File: src/hdl/sis_pkg.sv
// shared types and command codes for the sorted integer set table
package sis_pkg;

    localparam logic [1:0] CMD_INSERT = 2'd0;
    localparam logic [1:0] CMD_LOOKUP = 2'd1;
    localparam logic [1:0] CMD_REMOVE = 2'd2;
    localparam logic [1:0] CMD_CLEAR  = 2'd3;

    localparam int OUT_CNT_W = 7;

    typedef struct packed {
        logic [1:0]         cmd;
        logic signed [31:0] value;
    } in_item_t;

    typedef struct packed {
        logic                 found;
        logic [OUT_CNT_W-1:0] position;
        logic [OUT_CNT_W-1:0] count;
        logic                 status;
    } out_item_t;

    typedef enum logic [3:0] {
        OP_NONE,
        OP_LOAD,
        OP_CLEAR,
        OP_SEARCH_RD,
        OP_SEARCH_UPD,
        OP_CHECK_RD,
        OP_CHECK_UPD,
        OP_FULL,
        OP_INS_INIT,
        OP_UP_RD,
        OP_UP_WR,
        OP_INS_WR,
        OP_REM_INIT,
        OP_DN_RD,
        OP_DN_WR,
        OP_REM_DONE
    } dp_op_t;

    typedef struct packed {
        dp_op_t op;
        logic   out_load;
    } dp_cmd_t;

    typedef struct packed {
        logic [1:0] cmd;
        logic       search_done;
        logic       lo_in_range;
        logic       found;
        logic       full;
        logic       up_done;
        logic       dn_done;
    } dp_stat_t;

endpackage

File: src/hdl/sis_dpath.sv
// datapath: element memory, search bounds, shift index, count and result register
module sis_dpath
    import sis_pkg::*;
#(
    parameter int SET_CAPACITY = 64
)
(
    input  logic      clk,
    input  logic      rst_n,
    input  in_item_t  in_data,
    input  dp_cmd_t   cmd,
    output dp_stat_t  stat,
    output out_item_t out_data
);

    localparam int AW = (SET_CAPACITY > 1) ? $clog2(SET_CAPACITY) : 1;
    localparam int CW = $clog2(SET_CAPACITY + 1);
    localparam logic [CW-1:0] CAP = CW'(SET_CAPACITY);

    logic signed [31:0] mem [SET_CAPACITY];
    logic signed [31:0] rd_data_reg;

    logic signed [31:0] value_reg;
    logic [1:0]         cmd_reg;
    logic [CW-1:0]      lo_reg, lo_next;
    logic [CW-1:0]      hi_reg, hi_next;
    logic [CW-1:0]      idx_reg, idx_next;
    logic [CW-1:0]      count_reg, count_next;
    logic               found_reg, found_next;
    logic               full_reg, full_next;
    out_item_t          out_reg;

    logic [CW:0]        bound_sum;
    logic [CW-1:0]      mid;
    logic [CW-1:0]      mid_plus;
    logic [CW-1:0]      idx_dec;
    logic [CW-1:0]      idx_inc;
    logic [CW+6:0]      lo_ext;
    logic [CW+6:0]      count_ext;

    logic               rd_en;
    logic [AW-1:0]      rd_addr;
    logic               wr_en;
    logic [AW-1:0]      wr_addr;
    logic signed [31:0] wr_data;

    assign bound_sum = {1'b0, lo_reg} + {1'b0, hi_reg};
    assign mid       = bound_sum[CW:1];
    assign mid_plus  = mid + CW'(1);
    assign idx_dec   = idx_reg - CW'(1);
    assign idx_inc   = idx_reg + CW'(1);
    assign lo_ext    = {7'b0, lo_reg};
    assign count_ext = {7'b0, count_reg};

    // memory port control
    always_comb
    begin
        rd_en   = 1'b0;
        rd_addr = mid[AW-1:0];
        wr_en   = 1'b0;
        wr_addr = idx_reg[AW-1:0];
        wr_data = rd_data_reg;
        case (cmd.op)
            OP_SEARCH_RD:
            begin
                rd_en   = 1'b1;
                rd_addr = mid[AW-1:0];
            end
            OP_CHECK_RD:
            begin
                rd_en   = 1'b1;
                rd_addr = lo_reg[AW-1:0];
            end
            OP_UP_RD:
            begin
                rd_en   = 1'b1;
                rd_addr = idx_dec[AW-1:0];
            end
            OP_DN_RD:
            begin
                rd_en   = 1'b1;
                rd_addr = idx_inc[AW-1:0];
            end
            OP_UP_WR, OP_DN_WR:
            begin
                wr_en   = 1'b1;
                wr_addr = idx_reg[AW-1:0];
            end
            OP_INS_WR:
            begin
                wr_en   = 1'b1;
                wr_addr = lo_reg[AW-1:0];
                wr_data = value_reg;
            end
            default:
            begin
                rd_en = 1'b0;
            end
        endcase
    end

    always_ff @(posedge clk)
    begin
        if (wr_en)
        begin
            mem[wr_addr] <= wr_data;
        end
        if (rd_en)
        begin
            rd_data_reg <= mem[rd_addr];
        end
    end

    always_comb
    begin
        lo_next    = lo_reg;
        hi_next    = hi_reg;
        idx_next   = idx_reg;
        count_next = count_reg;
        found_next = found_reg;
        full_next  = full_reg;
        case (cmd.op)
            OP_LOAD:
            begin
                lo_next    = '0;
                hi_next    = count_reg;
                found_next = 1'b0;
                full_next  = 1'b0;
            end
            OP_CLEAR:
            begin
                lo_next    = '0;
                count_next = '0;
            end
            OP_SEARCH_UPD:
            begin
                // narrow the bounds toward the first entry not below the value
                if (rd_data_reg < value_reg)
                begin
                    lo_next = mid_plus;
                end
                else
                begin
                    hi_next = mid;
                end
            end
            OP_CHECK_UPD: found_next = (rd_data_reg == value_reg);
            OP_FULL:      full_next  = 1'b1;
            OP_INS_INIT:  idx_next   = count_reg;
            OP_UP_WR:     idx_next   = idx_dec;
            OP_INS_WR:    count_next = count_reg + CW'(1);
            OP_REM_INIT:  idx_next   = lo_reg;
            OP_DN_WR:     idx_next   = idx_inc;
            OP_REM_DONE:  count_next = count_reg - CW'(1);
            default:      idx_next   = idx_reg;
        endcase
    end

    always_ff @(posedge clk or negedge rst_n)
    begin
        if (!rst_n)
        begin
            count_reg <= '0;
        end
        else
        begin
            count_reg <= count_next;
        end
    end

    always_ff @(posedge clk)
    begin
        lo_reg    <= lo_next;
        hi_reg    <= hi_next;
        idx_reg   <= idx_next;
        found_reg <= found_next;
        full_reg  <= full_next;
        if (cmd.op == OP_LOAD)
        begin
            value_reg <= in_data.value;
            cmd_reg   <= in_data.cmd;
        end
        if (cmd.out_load)
        begin
            out_reg.found    <= found_reg;
            out_reg.position <= lo_ext[OUT_CNT_W-1:0];
            out_reg.count    <= count_ext[OUT_CNT_W-1:0];
            out_reg.status   <= full_reg;
        end
    end

    assign stat.cmd         = cmd_reg;
    assign stat.search_done = (lo_reg >= hi_reg);
    assign stat.lo_in_range = (lo_reg < count_reg);
    assign stat.found       = found_reg;
    assign stat.full        = (count_reg == CAP);
    assign stat.up_done     = (idx_reg == lo_reg);
    assign stat.dn_done     = ({1'b0, idx_inc} >= {1'b0, count_reg});
    assign out_data         = out_reg;

endmodule

File: src/hdl/sis_ctrl.sv
// controller: sequences search, membership check, shifts and result handoff
module sis_ctrl
    import sis_pkg::*;
(
    input  logic     clk,
    input  logic     rst_n,
    input  logic     in_valid,
    output logic     in_ready,
    output logic     out_valid,
    input  logic     out_ready,
    input  dp_stat_t stat,
    output dp_cmd_t  cmd
);

    typedef enum logic [3:0] {
        S_IDLE,
        S_START,
        S_SEARCH,
        S_SEARCH_CMP,
        S_CHECK,
        S_CHECK_CMP,
        S_DECIDE,
        S_UP,
        S_UP_WR,
        S_DN,
        S_DN_WR,
        S_DONE
    } state_t;

    state_t state_reg, state_next;
    logic   out_valid_reg, out_valid_next;

    always_comb
    begin
        state_next     = state_reg;
        out_valid_next = out_valid_reg;
        cmd.op         = OP_NONE;
        cmd.out_load   = 1'b0;
        if (out_valid_reg && out_ready)
        begin
            out_valid_next = 1'b0;
        end
        case (state_reg)
            S_IDLE:
            begin
                if (in_valid)
                begin
                    cmd.op     = OP_LOAD;
                    state_next = S_START;
                end
            end
            S_START:
            begin
                if (stat.cmd == CMD_CLEAR)
                begin
                    cmd.op     = OP_CLEAR;
                    state_next = S_DONE;
                end
                else
                begin
                    state_next = S_SEARCH;
                end
            end
            S_SEARCH:
            begin
                if (stat.search_done)
                begin
                    state_next = S_CHECK;
                end
                else
                begin
                    cmd.op     = OP_SEARCH_RD;
                    state_next = S_SEARCH_CMP;
                end
            end
            S_SEARCH_CMP:
            begin
                cmd.op     = OP_SEARCH_UPD;
                state_next = S_SEARCH;
            end
            S_CHECK:
            begin
                if (stat.lo_in_range)
                begin
                    cmd.op     = OP_CHECK_RD;
                    state_next = S_CHECK_CMP;
                end
                else
                begin
                    state_next = S_DECIDE;
                end
            end
            S_CHECK_CMP:
            begin
                cmd.op     = OP_CHECK_UPD;
                state_next = S_DECIDE;
            end
            S_DECIDE:
            begin
                state_next = S_DONE;
                if (stat.cmd == CMD_INSERT && !stat.found)
                begin
                    if (stat.full)
                    begin
                        cmd.op = OP_FULL;
                    end
                    else
                    begin
                        cmd.op     = OP_INS_INIT;
                        state_next = S_UP;
                    end
                end
                else if (stat.cmd == CMD_REMOVE && stat.found)
                begin
                    cmd.op     = OP_REM_INIT;
                    state_next = S_DN;
                end
            end
            S_UP:
            begin
                // move entries up one slot from the top until the gap reaches the position
                if (stat.up_done)
                begin
                    cmd.op     = OP_INS_WR;
                    state_next = S_DONE;
                end
                else
                begin
                    cmd.op     = OP_UP_RD;
                    state_next = S_UP_WR;
                end
            end
            S_UP_WR:
            begin
                cmd.op     = OP_UP_WR;
                state_next = S_UP;
            end
            S_DN:
            begin
                if (stat.dn_done)
                begin
                    cmd.op     = OP_REM_DONE;
                    state_next = S_DONE;
                end
                else
                begin
                    cmd.op     = OP_DN_RD;
                    state_next = S_DN_WR;
                end
            end
            S_DN_WR:
            begin
                cmd.op     = OP_DN_WR;
                state_next = S_DN;
            end
            S_DONE:
            begin
                // result register free or being emptied this cycle
                if (!out_valid_reg || out_ready)
                begin
                    cmd.out_load   = 1'b1;
                    out_valid_next = 1'b1;
                    state_next     = S_IDLE;
                end
            end
            default:
            begin
                state_next = S_IDLE;
            end
        endcase
    end

    always_ff @(posedge clk or negedge rst_n)
    begin
        if (!rst_n)
        begin
            state_reg     <= S_IDLE;
            out_valid_reg <= 1'b0;
        end
        else
        begin
            state_reg     <= state_next;
            out_valid_reg <= out_valid_next;
        end
    end

    assign in_ready  = (state_reg == S_IDLE);
    assign out_valid = out_valid_reg;

endmodule

File: src/hdl/sorted_integer_set_table.sv
// sorted integer set table: binary search, then entries shifted one slot at a time in memory
// (single read port); insert shifts up every entry at or above the position, remove shifts
// down every entry after it
// one item at a time: the next is accepted the cycle after its result is loaded; a
// result still waiting when the next one is ready holds the block
// reset clears the count and the handshake state; memory contents are left as they are
module sorted_integer_set_table
    import sis_pkg::*;
#(
    parameter int SET_CAPACITY = 64
)
(
    input  logic      clk,
    input  logic      rst_n,
    input  logic      in_valid,
    output logic      in_ready,
    input  in_item_t  in_data,
    output logic      out_valid,
    input  logic      out_ready,
    output out_item_t out_data
);

    dp_cmd_t  cmd;
    dp_stat_t stat;

    sis_ctrl u_ctrl (
        .clk       (clk),
        .rst_n     (rst_n),
        .in_valid  (in_valid),
        .in_ready  (in_ready),
        .out_valid (out_valid),
        .out_ready (out_ready),
        .stat      (stat),
        .cmd       (cmd)
    );

    sis_dpath #(
        .SET_CAPACITY (SET_CAPACITY)
    ) u_dpath (
        .clk      (clk),
        .rst_n    (rst_n),
        .in_data  (in_data),
        .cmd      (cmd),
        .stat     (stat),
        .out_data (out_data)
    );

endmodule
File: config.mk
export PLATFORM = sky130hd
export DESIGN_NAME = sorted_integer_set_table
export DESIGN_NICKNAME = d
export VERILOG_FILES = /design/src/hdl/sis_pkg.sv /design/src/hdl/sis_dpath.sv /design/src/hdl/sis_ctrl.sv /design/src/hdl/sorted_integer_set_table.sv
export SDC_FILE = /design/constraint.sdc
export NUM_CORES = 2
export LEC_CHECK = 0
export BUFFER_PORTS_ARGS = -buffer_cell sky130_fd_sc_hd__buf_2
export CORE_MARGIN = 2
export CORE_UTILIZATION = 50
export CTS_CLUSTER_DIAMETER = 50
export DETAILED_ROUTE_END_ITERATION = 8
export HOLD_SLACK_MARGIN = 0.06
export PLACE_DENSITY_LB_ADDON = 0.3
export SKIP_LAST_GASP = 1
export SLEW_MARGIN = 20
export SYNTH_ARGS = -nofsm -noshare
export SYNTH_HDL_FRONTEND = slang
export SYNTH_SLANG_ARGS = --single-unit
File: constraint.sdc
create_clock -name clk -period 5.2 [get_ports clk]
set_clock_uncertainty 0.1 [all_clocks]
set_input_delay 0.52 -clock clk [delete_from_list [all_inputs] [get_ports clk]]
set_output_delay 0.52 -clock clk [all_outputs]
set_load 0.005 [all_outputs]
==> report_table.html <==
<table>
<tr><th>Metric</th><th>Value</th></tr>
<tr><th colspan="2">Status</th></tr>
<tr><td>Result of the run</td><td>finished clean</td></tr>
<tr><th colspan="2">Yosys</th></tr>
<tr><td>Synthesized cell area</td><td>87,400 sq um</td></tr>
<tr><td>Unique masters post-synth</td><td>68</td></tr>
<tr><td>Async set or reset register ratio after synthesis</td><td>0.00554</td></tr>
<tr><td>Post-Syn Nets</td><td>6,655</td></tr>
<tr><td>Area fraction in compound gates after synthesis</td><td>0.0787</td></tr>
<tr><td>Post-Synth Simple-Gate Area</td><td>0.137</td></tr>
<tr><td>Predominant post-synthesis flop cell</td><td>sky130_fd_sc_hd__edfxtp_1</td></tr>
<tr><td>Arithmetic-cell share of the synthesized area counting full adders, half adders and majority gates</td><td>0.0101</td></tr>
<tr><td>Largest family of logic cells by synthesized area</td><td>simple AND/OR/NAND/NOR gates</td></tr>
<tr><td>Count of flip-flops with a built-in enable after synthesis</td><td>2,153</td></tr>
<tr><td>Number of synthesized register bits</td><td>around 2,200</td></tr>
<tr><td>Fraction of synthesized cell area in xor and xnor cells</td><td>0.00291</td></tr>
<tr><td>Warnings from Yosys</td><td>0</td></tr>
<tr><td>Gate count after technology mapping</td><td>6,548</td></tr>
<tr><td>Mean Syn Cell Area</td><td>between 10 and 15 sq um</td></tr>
<tr><td>Post-synthesis sequential area ratio</td><td>0.743</td></tr>
<tr><td>Multiplexer share of the synthesized area</td><td>0.00357</td></tr>
<tr><th colspan="2">Hold path</th></tr>
<tr><td>Worst min-delay path category</td><td>input pin to register</td></tr>
<tr><td>Worst Hold Depth</td><td>2</td></tr>
<tr><td>Worst Hold Launch</td><td>in_data[15]</td></tr>
<tr><td>Hold path endpoint</td><td>u_dpath.value_reg[15]</td></tr>
<tr><th colspan="2">Timing</th></tr>
<tr><td>RSZ-0062 raised after global routing</td><td>true</td></tr>
<tr><td>Number of pins with negative max-slew slack in the final report</td><td>0</td></tr>
<tr><td>Final setup violating endpoints</td><td>0</td></tr>
<tr><td>Final hold slack</td><td>0.252 ns</td></tr>
<tr><td>Hold Violations, Final</td><td>0</td></tr>
<tr><td>Max_slew headroom</td><td>0.216</td></tr>
<tr><td>Minimum period implied by the final worst setup slack</td><td>5.08 ns</td></tr>
<tr><td>Highest attainable clock frequency</td><td>197 MHz</td></tr>
<tr><td>Share of the cycle needed by the critical path after routing</td><td>0.977</td></tr>
<tr><td>Worst-Margin Slew</td><td>1.17 ns</td></tr>
<tr><th colspan="2">Setup path</th></tr>
<tr><td>RR Endpoint</td><td>u_dpath.rd_data_reg[6]</td></tr>
<tr><td>Path depth of the worst reg2reg path</td><td>21</td></tr>
<tr><td>Start of the worst register-to-register path</td><td>u_dpath.idx_reg[0]</td></tr>
<tr><td>Endpoint type of the worst setup path</td><td>register</td></tr>
<tr><td>CP startpoint kind</td><td>register</td></tr>
<tr><td>Worst reg-to-reg setup slack</td><td>~0.12 ns</td></tr>
<tr><td>Worst-path fanout max</td><td>23</td></tr>
<tr><td>Required arrival time at the worst endpoint</td><td>5.82 ns</td></tr>
<tr><td>Setup Crit Path Kind</td><td>register to register</td></tr>
<tr><td>Critical Path AT</td><td>5.71 ns</td></tr>
<tr><th colspan="2">Floorplan</th></tr>
<tr><td>Floorplan die height</td><td>422 microns</td></tr>
<tr><td>Die width</td><td>422 microns</td></tr>
<tr><td>Area of the core region</td><td>174,000 sq um</td></tr>
<tr><td>Cell row count</td><td>153</td></tr>
<tr><td>I/O pins</td><td>56</td></tr>
<tr><td>Die ar.</td><td>178,000 sq um</td></tr>
<tr><td>Starting utilization of the core area</td><td>0.503</td></tr>
<tr><th colspan="2">Detailed routing</th></tr>
<tr><td>Routed length per placed instance</td><td>28.6 microns</td></tr>
<tr><td>Length of the first detailed-routing pass in iterations</td><td>6</td></tr>
<tr><td>Iter 0 DRT Violations</td><td>9,469</td></tr>
<tr><td>Post-detailed-route count of antenna-violating nets</td><td>0</td></tr>
<tr><td>Drc violations</td><td>0</td></tr>
<tr><td>Average vias per placed instance</td><td>6.33</td></tr>
<tr><td>Total length of routed wires</td><td>271 mm</td></tr>
<tr><td>Via count</td><td>60,000</td></tr>
<tr><th colspan="2">GRT</th></tr>
<tr><td>Residual overflow from global routing</td><td>0</td></tr>
<tr><td>First-pass GRT wire length</td><td>391 mm</td></tr>
<tr><td>Number of antenna violations at the first check in global routing</td><td>12</td></tr>
<tr><td>Gr usage total</td><td>0.298</td></tr>
<tr><td>Number of global-route vias before repair</td><td>56,800</td></tr>
<tr><td>Largest net degree at the start of global routing</td><td>147</td></tr>
<tr><th colspan="2">Flow run</th></tr>
<tr><td>Count of max-cap constraint violations</td><td>0</td></tr>
<tr><th colspan="2">Final layout</th></tr>
<tr><td>Fraction of layout instances using a drive strength above 1</td><td>0.154</td></tr>
<tr><td>Flip-flop count of the largest register, all copies and words added</td><td>2,048</td></tr>
<tr><td>Fillers</td><td>approximately 13,000</td></tr>
<tr><td>Final Instance Area</td><td>around 100,000 sq um</td></tr>
<tr><td>Area Growth Syn to Fin</td><td>17.6%</td></tr>
<tr><td>Net count reported at finish</td><td>~7,100</td></tr>
<tr><th colspan="2">Placement</th></tr>
<tr><td>Post-place instance area</td><td>94,700 sq um</td></tr>
<tr><td>IO Port Bufs</td><td>55</td></tr>
<tr><td>Final HPWL from detailed placement</td><td>about 160 mm</td></tr>
<tr><td>Global placer's final weighted congestion</td><td>0.915</td></tr>
<tr><th colspan="2">Clock network</th></tr>
<tr><td>Cts bufs inserted</td><td>215</td></tr>
<tr><td>Clock tree from TritonCTS</td><td>yes</td></tr>
<tr><td>H-tree depth</td><td>4</td></tr>
<tr><td>Clock tree root driver cell</td><td>sky130_fd_sc_hd__clkbuf_16</td></tr>
<tr><td>Clk pin slew, worst setup/hold paths</td><td>0.07 ns</td></tr>
<tr><td>Clk Latency, worst-skew pair</td><td>between 0.8 and 0.9 ns</td></tr>
<tr><td>Deepest clock path buffer count</td><td>3</td></tr>
<tr><td>CTS sink cnt</td><td>2,165</td></tr>
</table>
[routing by layer]
metal | wire (microns) | vias to the layer above | track usage
li1 | - | 25500 | -
met1 | 103000 | 30000 | 0.421
met2 | 122000 | 3942 | 0.452
met3 | 33100 | 587 | 0.0582
met4 | 12900 | 2 | 0.131
met5 | 11 | - | 0
[cell type report]
type | instances | area, sq um | share of cell area
Clock inverter | 136 | 1420 | 0.0138
Multi-Input combinational cell | 3873 | 21500 | 0.210
Clock buffer | 262 | 5560 | 0.0541
Antenna cell | 11 | 27.5 | 0.000268
Sequential cell | 2165 | 65000 | 0.632
Timing Repair Buffer | 651 | 6090 | 0.0593
Inverter | 64 | 240 | 0.00234
Tap cell | 2325 | 2910 | 0.0283
[cell usage after synthesis, drive strengths merged (7+ instances only)]
cell type	instances	area, sq um
a211oi	232	1740
a21o	20	150
a21oi	360	1800
a311oi	144	1280
a31oi	107	669
and3	256	1600
buf	214	996
clkbuf	232	871
dfrtp	12	300
edfxtp	2153	64700
ha	67	838
inv	64	240
mux2i	12	120
mux4	7	158
nand2	1645	6170
nand2b	22	138
nand3	412	2060
nand4	11	68.8
nor2	111	417
nor2b	10	62.6
nor3	56	280
nor4	143	895
o21ai	80	412
o22ai	53	332
or4	7	52.6
xnor2	20	175
xor2	9	78.8
[cells by family after synthesis]
group	count (synthesis)
and+or+nand+nor	2702
buffers and inverters	510
DFF	2165
muxes	22
AOI/OAI and AO/OA	1051
xor gates and xnor gates	29
adders and majority gates	69
[what timing repair did]
item | in CTS | in global routing
cloned | 0 | 3
hold buffers | 38 | 0
pin swaps | 3 | 13
buffers inserted | 0 | 16
endpoints found under the hold margin | 51 | 0
setup endpoints to repair | 12 | 32
resized for setup | 18 | 37
[through the flow]
stage	instances	utilization	TNS (ns)	setup slack [ns]
global route	9482	0.591	-0.172	-0.0471
finish	9487	0.591	0	0.118
CTS	9454	0.588	0	0.00141
global placement	9012	0.544	-10.03	-1.64
detailed placement	9018	0.545	-2.00	-0.322
floorplan	6548	-	0	0.259
[layout by cell type (no fill, tap or decap), drive strengths merged, types with 93 or more instances in the layout]
cell    count
a211oi    232
a21oi     360
a311oi    144
a31oi     107
and3      256
buf       610
clkbuf    265
clkinv     93
edfxtp   2153
nand2    1645
nand3     412
nor2      111
nor4      143
[critical path, cell delays in order (launching register included)]
cell                       delay, ns
sky130_fd_sc_hd__edfxtp_1       0.48
sky130_fd_sc_hd__and3_1         0.23
sky130_fd_sc_hd__and3_1         0.20
sky130_fd_sc_hd__xnor2_1        0.19
sky130_fd_sc_hd__inv_1          0.10
sky130_fd_sc_hd__ha_1           0.29
sky130_fd_sc_hd__nand2_1        0.08
sky130_fd_sc_hd__o21ai_1        0.11
sky130_fd_sc_hd__a21oi_2        0.22
sky130_fd_sc_hd__o211ai_1       0.14
sky130_fd_sc_hd__buf_4          0.22
sky130_fd_sc_hd__a22oi_4        0.24
sky130_fd_sc_hd__buf_12         0.18
sky130_fd_sc_hd__and2_4         0.20
sky130_fd_sc_hd__buf_12         0.24
sky130_fd_sc_hd__buf_4          0.25
sky130_fd_sc_hd__nand2_1        0.08
sky130_fd_sc_hd__a311oi_1       0.26
sky130_fd_sc_hd__a311oi_1       0.09
sky130_fd_sc_hd__buf_4          0.19
sky130_fd_sc_hd__nor4_4         0.56
sky130_fd_sc_hd__and3_1         0.29
[worst max-delay path by stage]
stage                            start  slack, ns                 endpoint
floorplan           u_dpath.idx_reg[0]       0.26       u_dpath.mem[0][31]
global placement    u_dpath.idx_reg[0]      -1.64  u_dpath.rd_data_reg[13]
detailed placement  u_dpath.idx_reg[0]      -0.32   u_dpath.rd_data_reg[9]
CTS                 u_dpath.idx_reg[0]      0.001  u_dpath.rd_data_reg[27]
global route        u_dpath.idx_reg[0]      -0.05  u_dpath.rd_data_reg[17]
finish              u_dpath.idx_reg[0]       0.12   u_dpath.rd_data_reg[6]
Power is left out: the tool's default activity adds up to more than one toggle a clock period on the data nets, which glitch-free logic cannot reach.
